## config.mk

```make
export PLATFORM = sky130hd
export DESIGN_NAME = rsa_modexp_encrypt_decrypt
export DESIGN_NICKNAME = d
export VERILOG_FILES = /design/src/sv/rsame_pkg.sv /design/src/sv/rsame_regs.sv /design/src/sv/rsame_modmul.sv /design/src/sv/rsame_datapath.sv /design/src/sv/rsame_ctrl.sv /design/src/sv/rsa_modexp_encrypt_decrypt.sv
export SDC_FILE = /design/constraint.sdc
export NUM_CORES = 1
export LEC_CHECK = 0
export BUFFER_PORTS_ARGS = -buffer_cell sky130_fd_sc_hd__clkbuf_2
export CAP_MARGIN = 20
export CORE_MARGIN = 1
export CORE_UTILIZATION = 50
export DETAILED_ROUTE_END_ITERATION = 8
export PLACE_DENSITY = 0.68
export SLEW_MARGIN = 20
export SYNTH_ARGS = -nofsm -noshare
export SYNTH_HDL_FRONTEND = slang
export SYNTH_SLANG_ARGS = --single-unit
```

## constraint.sdc

```tcl
create_clock -name clk -period 10.9 [get_ports clk]
set_input_delay 0.545 -clock clk [delete_from_list [all_inputs] [get_ports clk]]
set_output_delay 0.545 -clock clk [all_outputs]
set_load 0.03 [all_outputs]
```

## src/sv/rsame_pkg.sv

```systemverilog
// Package for the modular exponentiation block: sizes, register indexes,
// controller states, datapath command and status records and the key set.
// Depends on nothing; every other file of the block imports it.
package rsame_pkg;

	localparam int WORD_BITS      = 32;
	localparam int MOD_BITS       = 32;
	localparam int SYMBOL_BITS    = 16;
	localparam int CNT_BITS       = $clog2(WORD_BITS);
	localparam int REG_ADDR_BITS  = 4;
	localparam int REG_INDEX_BITS = 2;

	localparam logic [WORD_BITS-1:0] SYMBOL_MASK =
		WORD_BITS'((64'd1 << SYMBOL_BITS) - 64'd1);

	localparam logic [REG_INDEX_BITS-1:0] REG_PEER_EXPONENT = 2'd0;
	localparam logic [REG_INDEX_BITS-1:0] REG_PEER_MODULUS  = 2'd1;
	localparam logic [REG_INDEX_BITS-1:0] REG_OWN_EXPONENT  = 2'd2;
	localparam logic [REG_INDEX_BITS-1:0] REG_OWN_MODULUS   = 2'd3;

	localparam logic CMD_ENCRYPT = 1'b0;
	localparam logic CMD_DECRYPT = 1'b1;

	typedef enum logic [2:0] {
		ST_IDLE,
		ST_START,
		ST_REDUCE,
		ST_BIT,
		ST_MUL,
		ST_SQR,
		ST_FINISH
	} state_t;

	typedef enum logic [1:0] {
		OP_REDUCE,
		OP_MUL,
		OP_SQR
	} op_t;

	typedef struct packed {
		logic [WORD_BITS-1:0] peer_exponent;
		logic [WORD_BITS-1:0] peer_modulus;
		logic [WORD_BITS-1:0] own_exponent;
		logic [WORD_BITS-1:0] own_modulus;
	} keys_t;

	typedef struct packed {
		logic load;
		logic start;
		op_t  op;
		logic exp_shift;
		logic out_load;
	} dp_cmd_t;

	typedef struct packed {
		logic mul_done;
		logic exp_zero;
		logic exp_bit0;
		logic exp_rest_zero;
		logic out_free;
	} dp_stat_t;

	// A modulus register of zero stands for 2^MOD_BITS; bits above MOD_BITS are ignored.
	function automatic logic [MOD_BITS:0] effective_modulus(input logic [WORD_BITS-1:0] r);
		logic [MOD_BITS-1:0] low;
		low = r[MOD_BITS-1:0];
		return (low == '0) ? {1'b1, {MOD_BITS{1'b0}}} : {1'b0, low};
	endfunction

endpackage

```

## src/sv/rsame_regs.sv

```systemverilog
// Configuration register file with its APB-style slave port.
// Holds both key pairs; depends on rsame_pkg.
module rsame_regs (
	input  logic                                clk,
	input  logic                                arst_n,
	input  logic                                psel,
	input  logic                                penable,
	input  logic                                pwrite,
	input  logic [rsame_pkg::REG_ADDR_BITS-1:0] paddr,
	input  logic [31:0]                         pwdata,
	output logic [31:0]                         prdata,
	output logic                                pready,
	output rsame_pkg::keys_t                    keys
);
	import rsame_pkg::*;

	logic [REG_INDEX_BITS-1:0] index;
	logic                      wr_en;
	keys_t                     keys_q;

	assign index  = paddr[REG_ADDR_BITS-1:2];
	assign wr_en  = psel & penable & pwrite;
	assign pready = 1'b1;
	assign keys   = keys_q;

	always_ff @(posedge clk or negedge arst_n) begin
		if (!arst_n) begin
			keys_q.peer_exponent <= '0;
			keys_q.peer_modulus  <= WORD_BITS'(1);
			keys_q.own_exponent  <= '0;
			keys_q.own_modulus   <= WORD_BITS'(1);
		end else if (wr_en) begin
			case (index)
				REG_PEER_EXPONENT: keys_q.peer_exponent <= pwdata;
				REG_PEER_MODULUS:  keys_q.peer_modulus  <= pwdata;
				REG_OWN_EXPONENT:  keys_q.own_exponent  <= pwdata;
				REG_OWN_MODULUS:   keys_q.own_modulus   <= pwdata;
				default: ;
			endcase
		end
	end

	always_comb begin
		case (index)
			REG_PEER_EXPONENT: prdata = keys_q.peer_exponent;
			REG_PEER_MODULUS:  prdata = keys_q.peer_modulus;
			REG_OWN_EXPONENT:  prdata = keys_q.own_exponent;
			REG_OWN_MODULUS:   prdata = keys_q.own_modulus;
			default:           prdata = '0;
		endcase
	end

endmodule

```

## src/sv/rsame_modmul.sv

```systemverilog
// Bit-serial interleaved modular multiplier: one multiplier bit per cycle.
// Needs b no larger than m; depends on rsame_pkg.
module rsame_modmul (
	input  logic                                 clk,
	input  logic                                 arst_n,
	input  logic                                 start,
	input  logic [rsame_pkg::WORD_BITS-1:0]      a,
	input  logic [rsame_pkg::MOD_BITS-1:0]       b,
	input  logic [rsame_pkg::MOD_BITS:0]         m,
	output logic                                 done,
	output logic [rsame_pkg::MOD_BITS-1:0]       product
);
	import rsame_pkg::*;

	logic [WORD_BITS-1:0] a_q;
	logic [MOD_BITS-1:0]  b_q;
	logic [MOD_BITS-1:0]  r_q;
	logic [CNT_BITS-1:0]  cnt_q;
	logic                 busy_q;
	logic                 done_q;

	logic [MOD_BITS+1:0]  t;
	logic [MOD_BITS+1:0]  m1;
	logic [MOD_BITS+1:0]  m2;
	logic [MOD_BITS+1:0]  r_next;

	// With r below m and b at most m, the partial sum stays below 3m.
	always_comb begin
		m1 = (MOD_BITS+2)'(m);
		m2 = m1 << 1;
		t  = ((MOD_BITS+2)'(r_q) << 1) +
		     (a_q[WORD_BITS-1] ? (MOD_BITS+2)'(b_q) : '0);
		if (t >= m2) begin
			r_next = t - m2;
		end else if (t >= m1) begin
			r_next = t - m1;
		end else begin
			r_next = t;
		end
	end

	always_ff @(posedge clk or negedge arst_n) begin
		if (!arst_n) begin
			busy_q <= 1'b0;
			done_q <= 1'b0;
			cnt_q  <= '0;
		end else begin
			done_q <= 1'b0;
			if (start) begin
				busy_q <= 1'b1;
				cnt_q  <= CNT_BITS'(WORD_BITS - 1);
			end else if (busy_q) begin
				cnt_q <= cnt_q - 1'b1;
				if (cnt_q == '0) begin
					busy_q <= 1'b0;
					done_q <= 1'b1;
				end
			end
		end
	end

	always_ff @(posedge clk) begin
		if (start) begin
			a_q <= a;
			b_q <= b;
			r_q <= '0;
		end else if (busy_q) begin
			a_q <= a_q << 1;
			r_q <= r_next[MOD_BITS-1:0];
		end
	end

	assign done    = done_q;
	assign product = r_q;

endmodule

```

## src/sv/rsame_datapath.sv

```systemverilog
// Datapath: item and key capture, exponent shifter, accumulator and base
// registers, the shared modular multiplier and the output register.
// Depends on rsame_pkg and rsame_modmul.
module rsame_datapath (
	input  logic                            clk,
	input  logic                            arst_n,
	input  rsame_pkg::keys_t                keys,
	input  logic                            cmd,
	input  logic [rsame_pkg::WORD_BITS-1:0] operand_value,
	input  rsame_pkg::dp_cmd_t              ctl,
	output rsame_pkg::dp_stat_t             stat,
	input  logic                            out_stall,
	output logic                            out_valid,
	output logic [rsame_pkg::WORD_BITS-1:0] result_value,
	output logic                            too_wide
);
	import rsame_pkg::*;

	logic                 mode_q;
	logic [WORD_BITS-1:0] exp_q;
	logic [MOD_BITS:0]    mod_q;
	logic [WORD_BITS-1:0] value_q;
	logic [MOD_BITS-1:0]  base_q;
	logic [MOD_BITS-1:0]  acc_q;
	op_t                  op_q;
	logic                 out_valid_q;
	logic [WORD_BITS-1:0] result_q;
	logic                 too_wide_q;

	logic [WORD_BITS-1:0] mul_a;
	logic [MOD_BITS-1:0]  mul_b;
	logic                 mul_done;
	logic [MOD_BITS-1:0]  mul_p;
	logic [WORD_BITS-1:0] acc_word;
	logic                 acc_wide;

	// The reduction of the operand is a product with one.
	always_comb begin
		case (ctl.op)
			OP_REDUCE: begin
				mul_a = value_q;
				mul_b = MOD_BITS'(1);
			end
			OP_MUL: begin
				mul_a = WORD_BITS'(acc_q);
				mul_b = base_q;
			end
			OP_SQR: begin
				mul_a = WORD_BITS'(base_q);
				mul_b = base_q;
			end
			default: begin
				mul_a = value_q;
				mul_b = MOD_BITS'(1);
			end
		endcase
	end

	rsame_modmul u_modmul (
		.clk     (clk),
		.arst_n  (arst_n),
		.start   (ctl.start),
		.a       (mul_a),
		.b       (mul_b),
		.m       (mod_q),
		.done    (mul_done),
		.product (mul_p)
	);

	always_ff @(posedge clk) begin
		if (ctl.load) begin
			mode_q  <= cmd;
			acc_q   <= MOD_BITS'(1);
			if (cmd == CMD_DECRYPT) begin
				exp_q   <= keys.own_exponent;
				mod_q   <= effective_modulus(keys.own_modulus);
				value_q <= operand_value;
			end else begin
				exp_q   <= keys.peer_exponent;
				mod_q   <= effective_modulus(keys.peer_modulus);
				value_q <= operand_value & SYMBOL_MASK;
			end
		end else begin
			if (ctl.exp_shift) begin
				exp_q <= exp_q >> 1;
			end
			if (mul_done) begin
				case (op_q)
					OP_MUL:  acc_q  <= mul_p;
					default: base_q <= mul_p;
				endcase
			end
		end
		if (ctl.start) begin
			op_q <= ctl.op;
		end
	end

	assign acc_word = WORD_BITS'(acc_q);
	assign acc_wide = (acc_word >> SYMBOL_BITS) != '0;

	always_ff @(posedge clk or negedge arst_n) begin
		if (!arst_n) begin
			out_valid_q <= 1'b0;
		end else if (ctl.out_load) begin
			out_valid_q <= 1'b1;
		end else if (!out_stall) begin
			out_valid_q <= 1'b0;
		end
	end

	always_ff @(posedge clk) begin
		if (ctl.out_load) begin
			if (mode_q == CMD_DECRYPT && acc_wide) begin
				result_q   <= '0;
				too_wide_q <= 1'b1;
			end else begin
				result_q   <= acc_word;
				too_wide_q <= 1'b0;
			end
		end
	end

	assign stat.mul_done      = mul_done;
	assign stat.exp_zero      = (exp_q == '0);
	assign stat.exp_bit0      = exp_q[0];
	assign stat.exp_rest_zero = (exp_q[WORD_BITS-1:1] == '0);
	assign stat.out_free      = !out_valid_q || !out_stall;

	assign out_valid    = out_valid_q;
	assign result_value = result_q;
	assign too_wide     = too_wide_q;

endmodule

```

## src/sv/rsame_ctrl.sv

```systemverilog
// Sequencer for square and multiply: orders the operand reduction, the
// multiplies and squarings and the hand-over to the output register.
// Depends on rsame_pkg.
module rsame_ctrl (
	input  logic                clk,
	input  logic                arst_n,
	input  logic                in_valid,
	output logic                in_stall,
	input  rsame_pkg::dp_stat_t stat,
	output rsame_pkg::dp_cmd_t  ctl
);
	import rsame_pkg::*;

	state_t state_q;
	state_t state_d;

	always_ff @(posedge clk or negedge arst_n) begin
		if (!arst_n) begin
			state_q <= ST_IDLE;
		end else begin
			state_q <= state_d;
		end
	end

	always_comb begin
		state_d       = state_q;
		ctl.load      = 1'b0;
		ctl.start     = 1'b0;
		ctl.op        = OP_REDUCE;
		ctl.exp_shift = 1'b0;
		ctl.out_load  = 1'b0;
		in_stall      = 1'b1;
		case (state_q)
			ST_IDLE: begin
				in_stall = 1'b0;
				if (in_valid) begin
					ctl.load = 1'b1;
					state_d  = ST_START;
				end
			end
			ST_START: begin
				if (stat.exp_zero) begin
					state_d = ST_FINISH;
				end else begin
					ctl.start = 1'b1;
					ctl.op    = OP_REDUCE;
					state_d   = ST_REDUCE;
				end
			end
			ST_REDUCE: begin
				if (stat.mul_done) begin
					state_d = ST_BIT;
				end
			end
			ST_BIT: begin
				ctl.start = 1'b1;
				if (stat.exp_bit0) begin
					ctl.op  = OP_MUL;
					state_d = ST_MUL;
				end else begin
					ctl.op        = OP_SQR;
					ctl.exp_shift = 1'b1;
					state_d       = ST_SQR;
				end
			end
			ST_MUL: begin
				if (stat.mul_done) begin
					if (stat.exp_rest_zero) begin
						state_d = ST_FINISH;
					end else begin
						ctl.start     = 1'b1;
						ctl.op        = OP_SQR;
						ctl.exp_shift = 1'b1;
						state_d       = ST_SQR;
					end
				end
			end
			ST_SQR: begin
				if (stat.mul_done) begin
					state_d = ST_BIT;
				end
			end
			ST_FINISH: begin
				if (stat.out_free) begin
					ctl.out_load = 1'b1;
					state_d      = ST_IDLE;
				end
			end
			default: begin
				state_d = ST_IDLE;
			end
		endcase
	end

endmodule

```

## src/sv/rsa_modexp_encrypt_decrypt.sv

```systemverilog
// Top level of the modular exponentiation block (square and multiply).
// Joins the register file, the sequencer and the datapath; depends on
// rsame_pkg, rsame_regs, rsame_ctrl and rsame_datapath.
//
//   Channel  Handshake            Payload
//   -------  -------------------  --------------------------------
//   input    in_valid / in_stall  cmd, operand_value
//   output   out_valid/out_stall  result_value, too_wide
//   config   APB psel/penable     paddr, pwdata, prdata (pready high)
//
// An item is worked through by passes of the bit-serial modular multiplier, which
// handles one multiplier bit a cycle: one pass reduces the operand, then one
// per set exponent bit and one squaring per exponent bit below the highest
// set bit; a zero exponent needs no pass at all.
// After reset the block is idle at once and there is no clearing pass.
// in_stall is high while an item is at work; a result that waits on
// out_stall holds the next result back, but not the next item's intake.
//
// Configuration registers sit at byte addresses 0 (peer exponent),
// 4 (peer modulus), 8 (own exponent) and 12 (own modulus); the moduli reset to 1 and the
// exponents to 0. They must be written only while idle; the block does not enforce it.
module rsa_modexp_encrypt_decrypt (
	input  logic                                clk,
	input  logic                                arst_n,
	input  logic                                psel,
	input  logic                                penable,
	input  logic                                pwrite,
	input  logic [rsame_pkg::REG_ADDR_BITS-1:0] paddr,
	input  logic [31:0]                         pwdata,
	output logic [31:0]                         prdata,
	output logic                                pready,
	input  logic                                in_valid,
	output logic                                in_stall,
	input  logic                                cmd,
	input  logic [rsame_pkg::WORD_BITS-1:0]     operand_value,
	output logic                                out_valid,
	input  logic                                out_stall,
	output logic [rsame_pkg::WORD_BITS-1:0]     result_value,
	output logic                                too_wide
);
	import rsame_pkg::*;

	keys_t    keys;
	dp_cmd_t  ctl;
	dp_stat_t stat;

	// Register file: both key pairs, read back through prdata.
	rsame_regs u_regs (
		.clk     (clk),
		.arst_n  (arst_n),
		.psel    (psel),
		.penable (penable),
		.pwrite  (pwrite),
		.paddr   (paddr),
		.pwdata  (pwdata),
		.prdata  (prdata),
		.pready  (pready),
		.keys    (keys)
	);

	// The sequencer sees only status flags and in_valid, and drives only commands and in_stall.
	rsame_ctrl u_ctrl (
		.clk      (clk),
		.arst_n   (arst_n),
		.in_valid (in_valid),
		.in_stall (in_stall),
		.stat     (stat),
		.ctl      (ctl)
	);

	// The datapath captures the beat when the sequencer loads it, and the
	// output register inside it parts the result from the next item's work.
	rsame_datapath u_datapath (
		.clk           (clk),
		.arst_n        (arst_n),
		.keys          (keys),
		.cmd           (cmd),
		.operand_value (operand_value),
		.ctl           (ctl),
		.stat          (stat),
		.out_stall     (out_stall),
		.out_valid     (out_valid),
		.result_value  (result_value),
		.too_wide      (too_wide)
	);

endmodule

```

==> flow_summary.yaml, run 1 <==
status:
  status: "completed"
yosys:
  synthCells: 2153
  synth_top_family_by_area: "compound AO/OA/AOI/OAI gates"
  synth-seq-area-share_pct: 49.6
  syn_avg_cell_area_sq_um: 10.9
  yosys_warnings: 0
  syn-num-nets: 2333
  async_flop_share_pct: 32.2
  yosys.area_share.simple_pct: 12.5
  synth_seq_cells: 432
  synthesis.area_sq_um: 23500
  ys_types: 86
  synth_fa_ha_area_share_pct: 5.64
  synthXorXnorAreaFrac_pct: 3.14
  synthFlopType: "edfxtp_1"
  synth_edf_count: 229
  synth_compound_area_share_pct: 15.4
  synth_mux_area_share_pct: 10.8
timing:
  fmax_mhz: 142
  skew_ns: 0.0189
  maxSlewHeadroom_pct: 24.1
  drv_slew: 0
  min_period_over_period_pct: 64.5
  final-hold-violation-count: 0
  period_needed_ns: 7.03
  worst_slew_pin_slew_ns: 1.11
  fin_ws_ns: 3.87
  setup-violations-final: 0
  fin_setup_tns_ns: 0
  rsz0062_at_grt: "false"
setup_path:
  path_class: "register to register"
  cp.buffers_inverters: 2
  slowest_delay_ns: 0.93
  path_delay_family: "compound AO/OA/AOI/OAI gates"
  r2r_cells: 21
  crit_path_max_fanout: 32
  start_kind: "register"
  critPathRequiredTime_ns: 11.36
  cpMaxStageDelayCell: "edfxtp_1"
  worstSetupEndpointType: "register"
  crit_cells: 21
  path_cells: "and2_1, ha_1, inv_1, fa_1, nand2b_1, a21oi_1, o21ai_1, and2_1, o31ai_1, a21oi_1, xnor2_1, ha_1, a21o_1, o21bai_1, a221o_1, a21o_1, o41a_1, buf_4, nor2_1, o311ai_1, o2111a_1"
  crit_arrival_ns: 7.49
job:
  maxCapViolCount: 0
finish:
  syn_to_final_growth_pct: 11.8
  fin_nets: 2443
  n_antenna_cell: 0
  drive_gt1_share_pct: 18.9
  fillers: 3998
detailed_routing:
  drtIter0Drc: 1453
  dr.pass1.iters: 5
  vias: 17247
  ant_nets: 0
  wirelength_microns: 60200
  vias_per_cell: 5.93
  wire_per_inst_microns: 20.7
  drc_errors: 0
floorplan:
  io_pins: 144
  dieArea_sq_um: 47800
  rows: 79
  core-area_sq_um: 46500
  die_x_microns: 219
  start_util_pct: 50.5
  die_height_microns: 219
hold_path:
  hp-class: "input pin to register"
  holdPathStages: 1
clock_tree:
  cts_made_buffers: 45
  post_cts_resized: 0
  path_clk_slew_ns: 0.06
  clock_latency_ns: 0.57
  cts_num_sinks: 432
  h-tree-depth: 2
  cts_tree: "built"
  clk_path_buf_depth: 3
  post-cts-setup-buffers: 0
  postCtsHoldBufs: 1
  cts_root_buffer: "clkbuf_16"
global_routing:
  first_global_vias: 17102
  overflow: 0
  antenna_found_initial: 1
  grtUsageTotal_pct: 25.4
  grt_pass1_wl_microns: 95000
  grt_max_degree: 95
power:
  p_clk_share_pct: 39.3
  internal-power_w: 0.00291
  p_comb_share_pct: 10.5
  p_seq_share_pct: 50.2
  leakagePower_nw: 10.7
  switchingPower_w: 0.000943
  power.density_nw_per_um2: 147
  vdd_ir_drop_max_mv: 0.129
  p_sw_share_pct: 24.5
placed_design:
  io_buffer_count: 140
  routabilityCongestion: 0.917
  place_ws_ns: 3.95
  hpwl_microns: 43400
[power by group through the flow]
stage / combinational, W / clock [W] / sequential [W]
floorplan: 0.000292 / 0 / 0.00192
global placement: 0.000394 / 0 / 0.00196
detailed placement: 0.000402 / 0 / 0.00197
CTS: 0.000406 / 0.00155 / 0.00193
global route: 0.000430 / 0.00161 / 0.00195
finish: 0.000404 / 0.00152 / 0.00194
[registers in the layout, indices dropped and copies added, names as in the netlist, 2 cells and up]
| register | cells |
|---|---|
| u_datapath.mod_q | 33 |
| u_datapath.value_q | 32 |
| u_datapath.exp_q | 32 |
| u_regs.keys | 128 |
| u_datapath.acc_q | 32 |
| u_datapath.u_modmul.a_q | 32 |
| u_datapath.u_modmul.cnt_q | 5 |
| u_datapath.op_q | 2 |
| u_ctrl.state_q | 3 |
| u_datapath.u_modmul.product | 32 |
| u_datapath.base_q | 32 |
| u_datapath.u_modmul.b_q | 32 |
| u_datapath.result_value | 32 |
[routing by layer]
layer / wire length, microns / global-route usage, % / vias up
met3: 2920 / 3.01 / 98
li1: - / - / 8206
met5: 0 / 0 / -
met4: 1730 / 8.44 / 0
met2: 28600 / 41.8 / 487
met1: 26900 / 34.8 / 8456
[cells in the final DEF (no fill, tap or decap), drive strengths merged, types with 32 or more instances in the layout]
| master | instances |
|---|---|
| inv | 64 |
| dfrtp | 137 |
| nand2 | 222 |
| a22o | 32 |
| a21o | 39 |
| mux4 | 32 |
| and2 | 52 |
| nor4 | 33 |
| dfxtp | 64 |
| clkbuf | 204 |
| a22oi | 32 |
| mux2 | 129 |
| xnor2 | 55 |
| a21oi | 170 |
| edfxtp | 229 |
| mux2i | 35 |
| nor2b | 73 |
| o21ai | 151 |
| ha | 101 |
| nor2 | 107 |
[final timing paths]
kind,startpoint,end,slack [ns]
worst max register to register,u_datapath.u_modmul.a_q[31],u_datapath.u_modmul.product[30],3.87
max in group asynchronous,arst_n,u_datapath.out_valid,8.93
worst min register to register,u_datapath.acc_q[12],u_datapath.acc_q[12],0.47
worst max-delay path,u_datapath.u_modmul.a_q[31],u_datapath.u_modmul.product[30],3.87
min in group asynchronous,arst_n,u_regs.keys[118],0.55
worst min-delay path,operand_value[0],u_datapath.value_q[0],0.15
[through the flow]
step | instances | hold slack, ns | util [%] | total power [W] | area, sq um
final | 2906 | 0.151 | 56.4 | 0.00386 | 26200
after global routing | 2906 | 0.131 | 56.4 | 0.00399 | 26200
after CTS | 2905 | 0.122 | 56.4 | 0.00389 | 26200
after detailed placement | 2821 | 0.459 | 53.3 | 0.00237 | 24700
after global placement | 2821 | 0.457 | 53.3 | 0.00235 | 24700
after floorplan | 2153 | 0.249 | - | 0.00222 | 23500
[final cells by class]
cell class	instances	area (sq um)	share of cell area (%)
well taps	607	759	2.90
clock buffers	65	1230	4.70
inverters	64	241	0.921
clock inverters	18	210	0.802
multi-input cells	1552	11200	42.7
flip-flops and latches	432	11600	44.4
repair buffers	168	940	3.58
[logic make-up after synthesis]
kind of cell    after synthesis
xor+xnor                     84
compound gates              562
buf+inv                     169
simple gates                605
mux                         196
fa+ha+maj                   104
other cells                   1
flops                       432
[synthesized netlist by cell type, types with 12 or more instances]
library cell | count | share of area [%]
a211oi_1 | 13 | 0.42
nand2b_1 | 13 | 0.35
a21o_1 | 39 | 1.2
nand3_1 | 31 | 0.66
clkbuf_1 | 84 | 1.3
nor3_1 | 23 | 0.49
nor2_1 | 107 | 1.7
mux2i_1 | 35 | 1.5
nor4_1 | 33 | 0.88
dfrtp_1 | 137 | 15
a22o_1 | 32 | 1.2
edfxtp_1 | 229 | 29
xnor2_1 | 55 | 2.1
o211ai_1 | 18 | 0.58
dfxtp_1 | 64 | 5.5
nand4_1 | 14 | 0.37
a21oi_1 | 168 | 3.6
mux4_2 | 32 | 3.1
o21bai_1 | 13 | 0.42
and3_1 | 14 | 0.37
nor2b_1 | 73 | 1.9
ha_1 | 101 | 5.4
and2_1 | 52 | 1.4
mux2_2 | 128 | 6.1
xor2_1 | 29 | 1.1
a22oi_1 | 32 | 1.0
nand2_1 | 221 | 3.5
inv_1 | 63 | 1.0
o21a_1 | 12 | 0.38
o21ai_0 | 146 | 3.1
[worst reg2reg max path, stage by stage, from the launching register on]
cell and delay, ns:
edfxtp_1 0.93, and2_1 0.24, ha_1 0.19, inv_1 0.07
fa_1 0.41, nand2b_1 0.18, a21oi_1 0.28, o21ai_1 0.23
and2_1 0.23, o31ai_1 0.44, a21oi_1 0.19, xnor2_1 0.42
ha_1 0.39, a21o_1 0.21, o21bai_1 0.17, a221o_1 0.30
a21o_1 0.23, o41a_1 0.31, buf_4 0.23, nor2_1 0.82
o311ai_1 0.25, o2111a_1 0.20
Note: power is estimated with default switching activity, not from simulation.
==> run 2: changes to the inputs <==
==> constraint.sdc (replaced) <==
create_clock -name clk -period 7.27 [get_ports clk]
set_input_delay 0.3635 -clock clk [delete_from_list [all_inputs] [get_ports clk]]
set_output_delay 0.3635 -clock clk [all_outputs]
set_load 0.03 [all_outputs]
==> run 2 against run 1 <==
  * Sequential share of layout area shrank 0.70 points
  * Non-clock buffer count grew 23
  * Routed wire length up 2.0%
  * Register-to-register slack lost 3.2 ns
  * Combinational power is 50% higher
  * Clock-buffer cell count did not move
  * Worst setup slack got worse by 3.2 ns
  * Critical path depth is the same
  * Highest routed layer unchanged
==> flow_summary.yaml, run 2 (same netlist as run 1, synthesis figures left out) <==
status:
  status: "completed"
power:
  p_comb_share_pct: 10.1
  vdd_ir_drop_max_mv: 0.247
  p_clk_share_pct: 41.8
  power.density_nw_per_um2: 226
  p_seq_share_pct: 48.1
  p_sw_share_pct: 24.8
  leakagePower_nw: 11.0
  internal-power_w: 0.00454
  switchingPower_w: 0.00149
hold_path:
  hp-class: "input pin to register"
timing:
  timing.hold.ws_ns: 0.0419
  fmax_mhz: 152
  min_period_over_period_pct: 90.5
  setup-violations-final: 0
  drv_slew: 0
  maxSlewHeadroom_pct: 25.3
  final-hold-violation-count: 0
  fin_setup_tns_ns: 0
  rsz0062_at_grt: "false"
  fin_ws_ns: 0.693
  worst_slew_pin_slew_ns: 1.12
  period_needed_ns: 6.58
  skew_ns: 0.0259
detailed_routing:
  wirelength_microns: 61300
  drtIter0Drc: 1585
  dr.pass1.iters: 6
  wire_per_inst_microns: 20.9
  vias_per_cell: 5.97
  vias: 17527
  ant_nets: 0
  drc_errors: 0
global_routing:
  overflow: 0
  antenna_found_initial: 0
  grtUsageTotal_pct: 25.8
  first_global_vias: 17260
  grt_max_degree: 72
  grt_pass1_wl_microns: 96100
placed_design:
  routabilityCongestion: 0.910
  hpwl_microns: 44200
  io_buffer_count: 140
  place_ws_ns: 0.866
  placed_area_sq_um: 24800
finish:
  largest_register_ffs: 128
  stdcell_area_sq_um: 26600
  drive_gt1_share_pct: 19.4
  fillers: 3937
  syn_to_final_growth_pct: 13.6
  fin_nets: 2468
  final_common_cell: "edfxtp_1"
  n_antenna_cell: 0
  final_util_pct: 57.3
  mostFrequentLayoutCells: "229 x edfxtp_1, 219 x nand2_1, 167 x a21oi_1, 146 x o21ai_0, 139 x clkbuf_2"
setup_path:
  start_kind: "register"
  crit_arrival_ns: 7.05
  worstSetupEndpointType: "register"
  critPathRequiredTime_ns: 7.74
  crit_path_max_fanout: 23
  path_class: "register to register"
floorplan:
  rows: 79
  die_height_microns: 219
  die_x_microns: 219
  dieArea_sq_um: 47800
  core-area_sq_um: 46500
  io_pins: 144
  start_util_pct: 50.5
clock_tree:
  path_clk_slew_ns: 0.06
  cts_num_sinks: 432
  cts_made_buffers: 47
  h-tree-depth: 2
  cts_root_buffer: "clkbuf_16"
  clk_path_buf_depth: 3
  cts_tree: "built"
  clock_latency_ns: 0.60
job:
  maxCapViolCount: 0
==> run 2: cell types whose count changed in the layout (fill, tap and decap cells not counted), sizes merged <==
cell         change
buf              +7
bufinv           +1
clkinv           +1
clkinvlp         -1
dlygate4sd3     +16
inv              +4
==> run 2: what timing repair did <==
item | in CTS | in global routing
buffers inserted | 0 | 0
endpoints found under the hold margin | 84 | 0
gates resized for setup | 0 | 0
hold buffers | 17 | 0
==> run 2: critical path, stage by stage, from the launching register on <==
cell	delay, ns
edfxtp_1	0.53
buf_4	0.26
and2_1	0.15
ha_1	0.41
and4_1	0.30
nand3_1	0.16
a2111oi_0	0.80
nor2_1	0.24
o41ai_2	0.39
xor2_1	0.38
ha_1	0.36
and4_1	0.26
and2_1	0.20
a41o_1	0.25
a21oi_1	0.12
o21ai_0	0.09
a41o_1	0.25
or2_1	0.47
buf_4	0.33
nand2_1	0.09
o21ai_0	0.09
a221oi_1	0.34
==> run 2: path summary, 6_finish.rpt <==
path / startpoint / to / slack (ns) / depth (start not counted)
worst max-delay path: u_datapath.u_modmul.a_q[31] / u_datapath.u_modmul.product[20] / 0.69 / 21
worst min-delay path: pwdata[25] / u_regs.keys[57] / 0.04 / 2
worst max register to register: u_datapath.u_modmul.a_q[31] / u_datapath.u_modmul.product[20] / 0.69 / 21
worst min register to register: u_datapath.acc_q[8] / u_datapath.acc_q[8] / 0.47 / 2
max in group asynchronous: arst_n / u_datapath.u_modmul.cnt_q[0] / 5.53 / 3
min in group asynchronous: arst_n / u_regs.keys[54] / 0.34 / 2
==> run 2: layout make-up <==
type	instances	area, sq um	area share (%)
flip-flops and latches	432	11600	43.7
multi-input cells	1552	11200	42.0
clock buffers	65	1350	5.05
repair buffers	191	1150	4.33
well taps	607	759	2.85
clock inverters	23	302	1.13
inverters	64	241	0.906
==> run 2: routing by layer <==
metal | wire length (microns) | share of wire [%] | GRT usage, %
met2 | 29100 | 47 | 42.1
met3 | 3460 | 5.6 | 4.20
met1 | 27200 | 44 | 35.1
met5 | 0 | 0 | 0
met4 | 1660 | 2.7 | 8.18
==> run 2: power groups by stage <==
stage                     Clock (W)  Combinational, W  Sequential, W
after floorplan                   0          0.000438        0.00289
after global placement            0          0.000589        0.00293
after detailed placement          0          0.000600        0.00295
after CTS                   0.00256          0.000613        0.00290
after global routing        0.00265          0.000649        0.00293
final                       0.00252          0.000607        0.00290
==> run 2: metrics by stage <==
stage                     total power (W)  std cells
after floorplan                   0.00332       2153
after global placement            0.00352       2828
after detailed placement          0.00355       2828
after CTS                         0.00607       2933
after global routing              0.00623       2934
final                             0.00603       2934
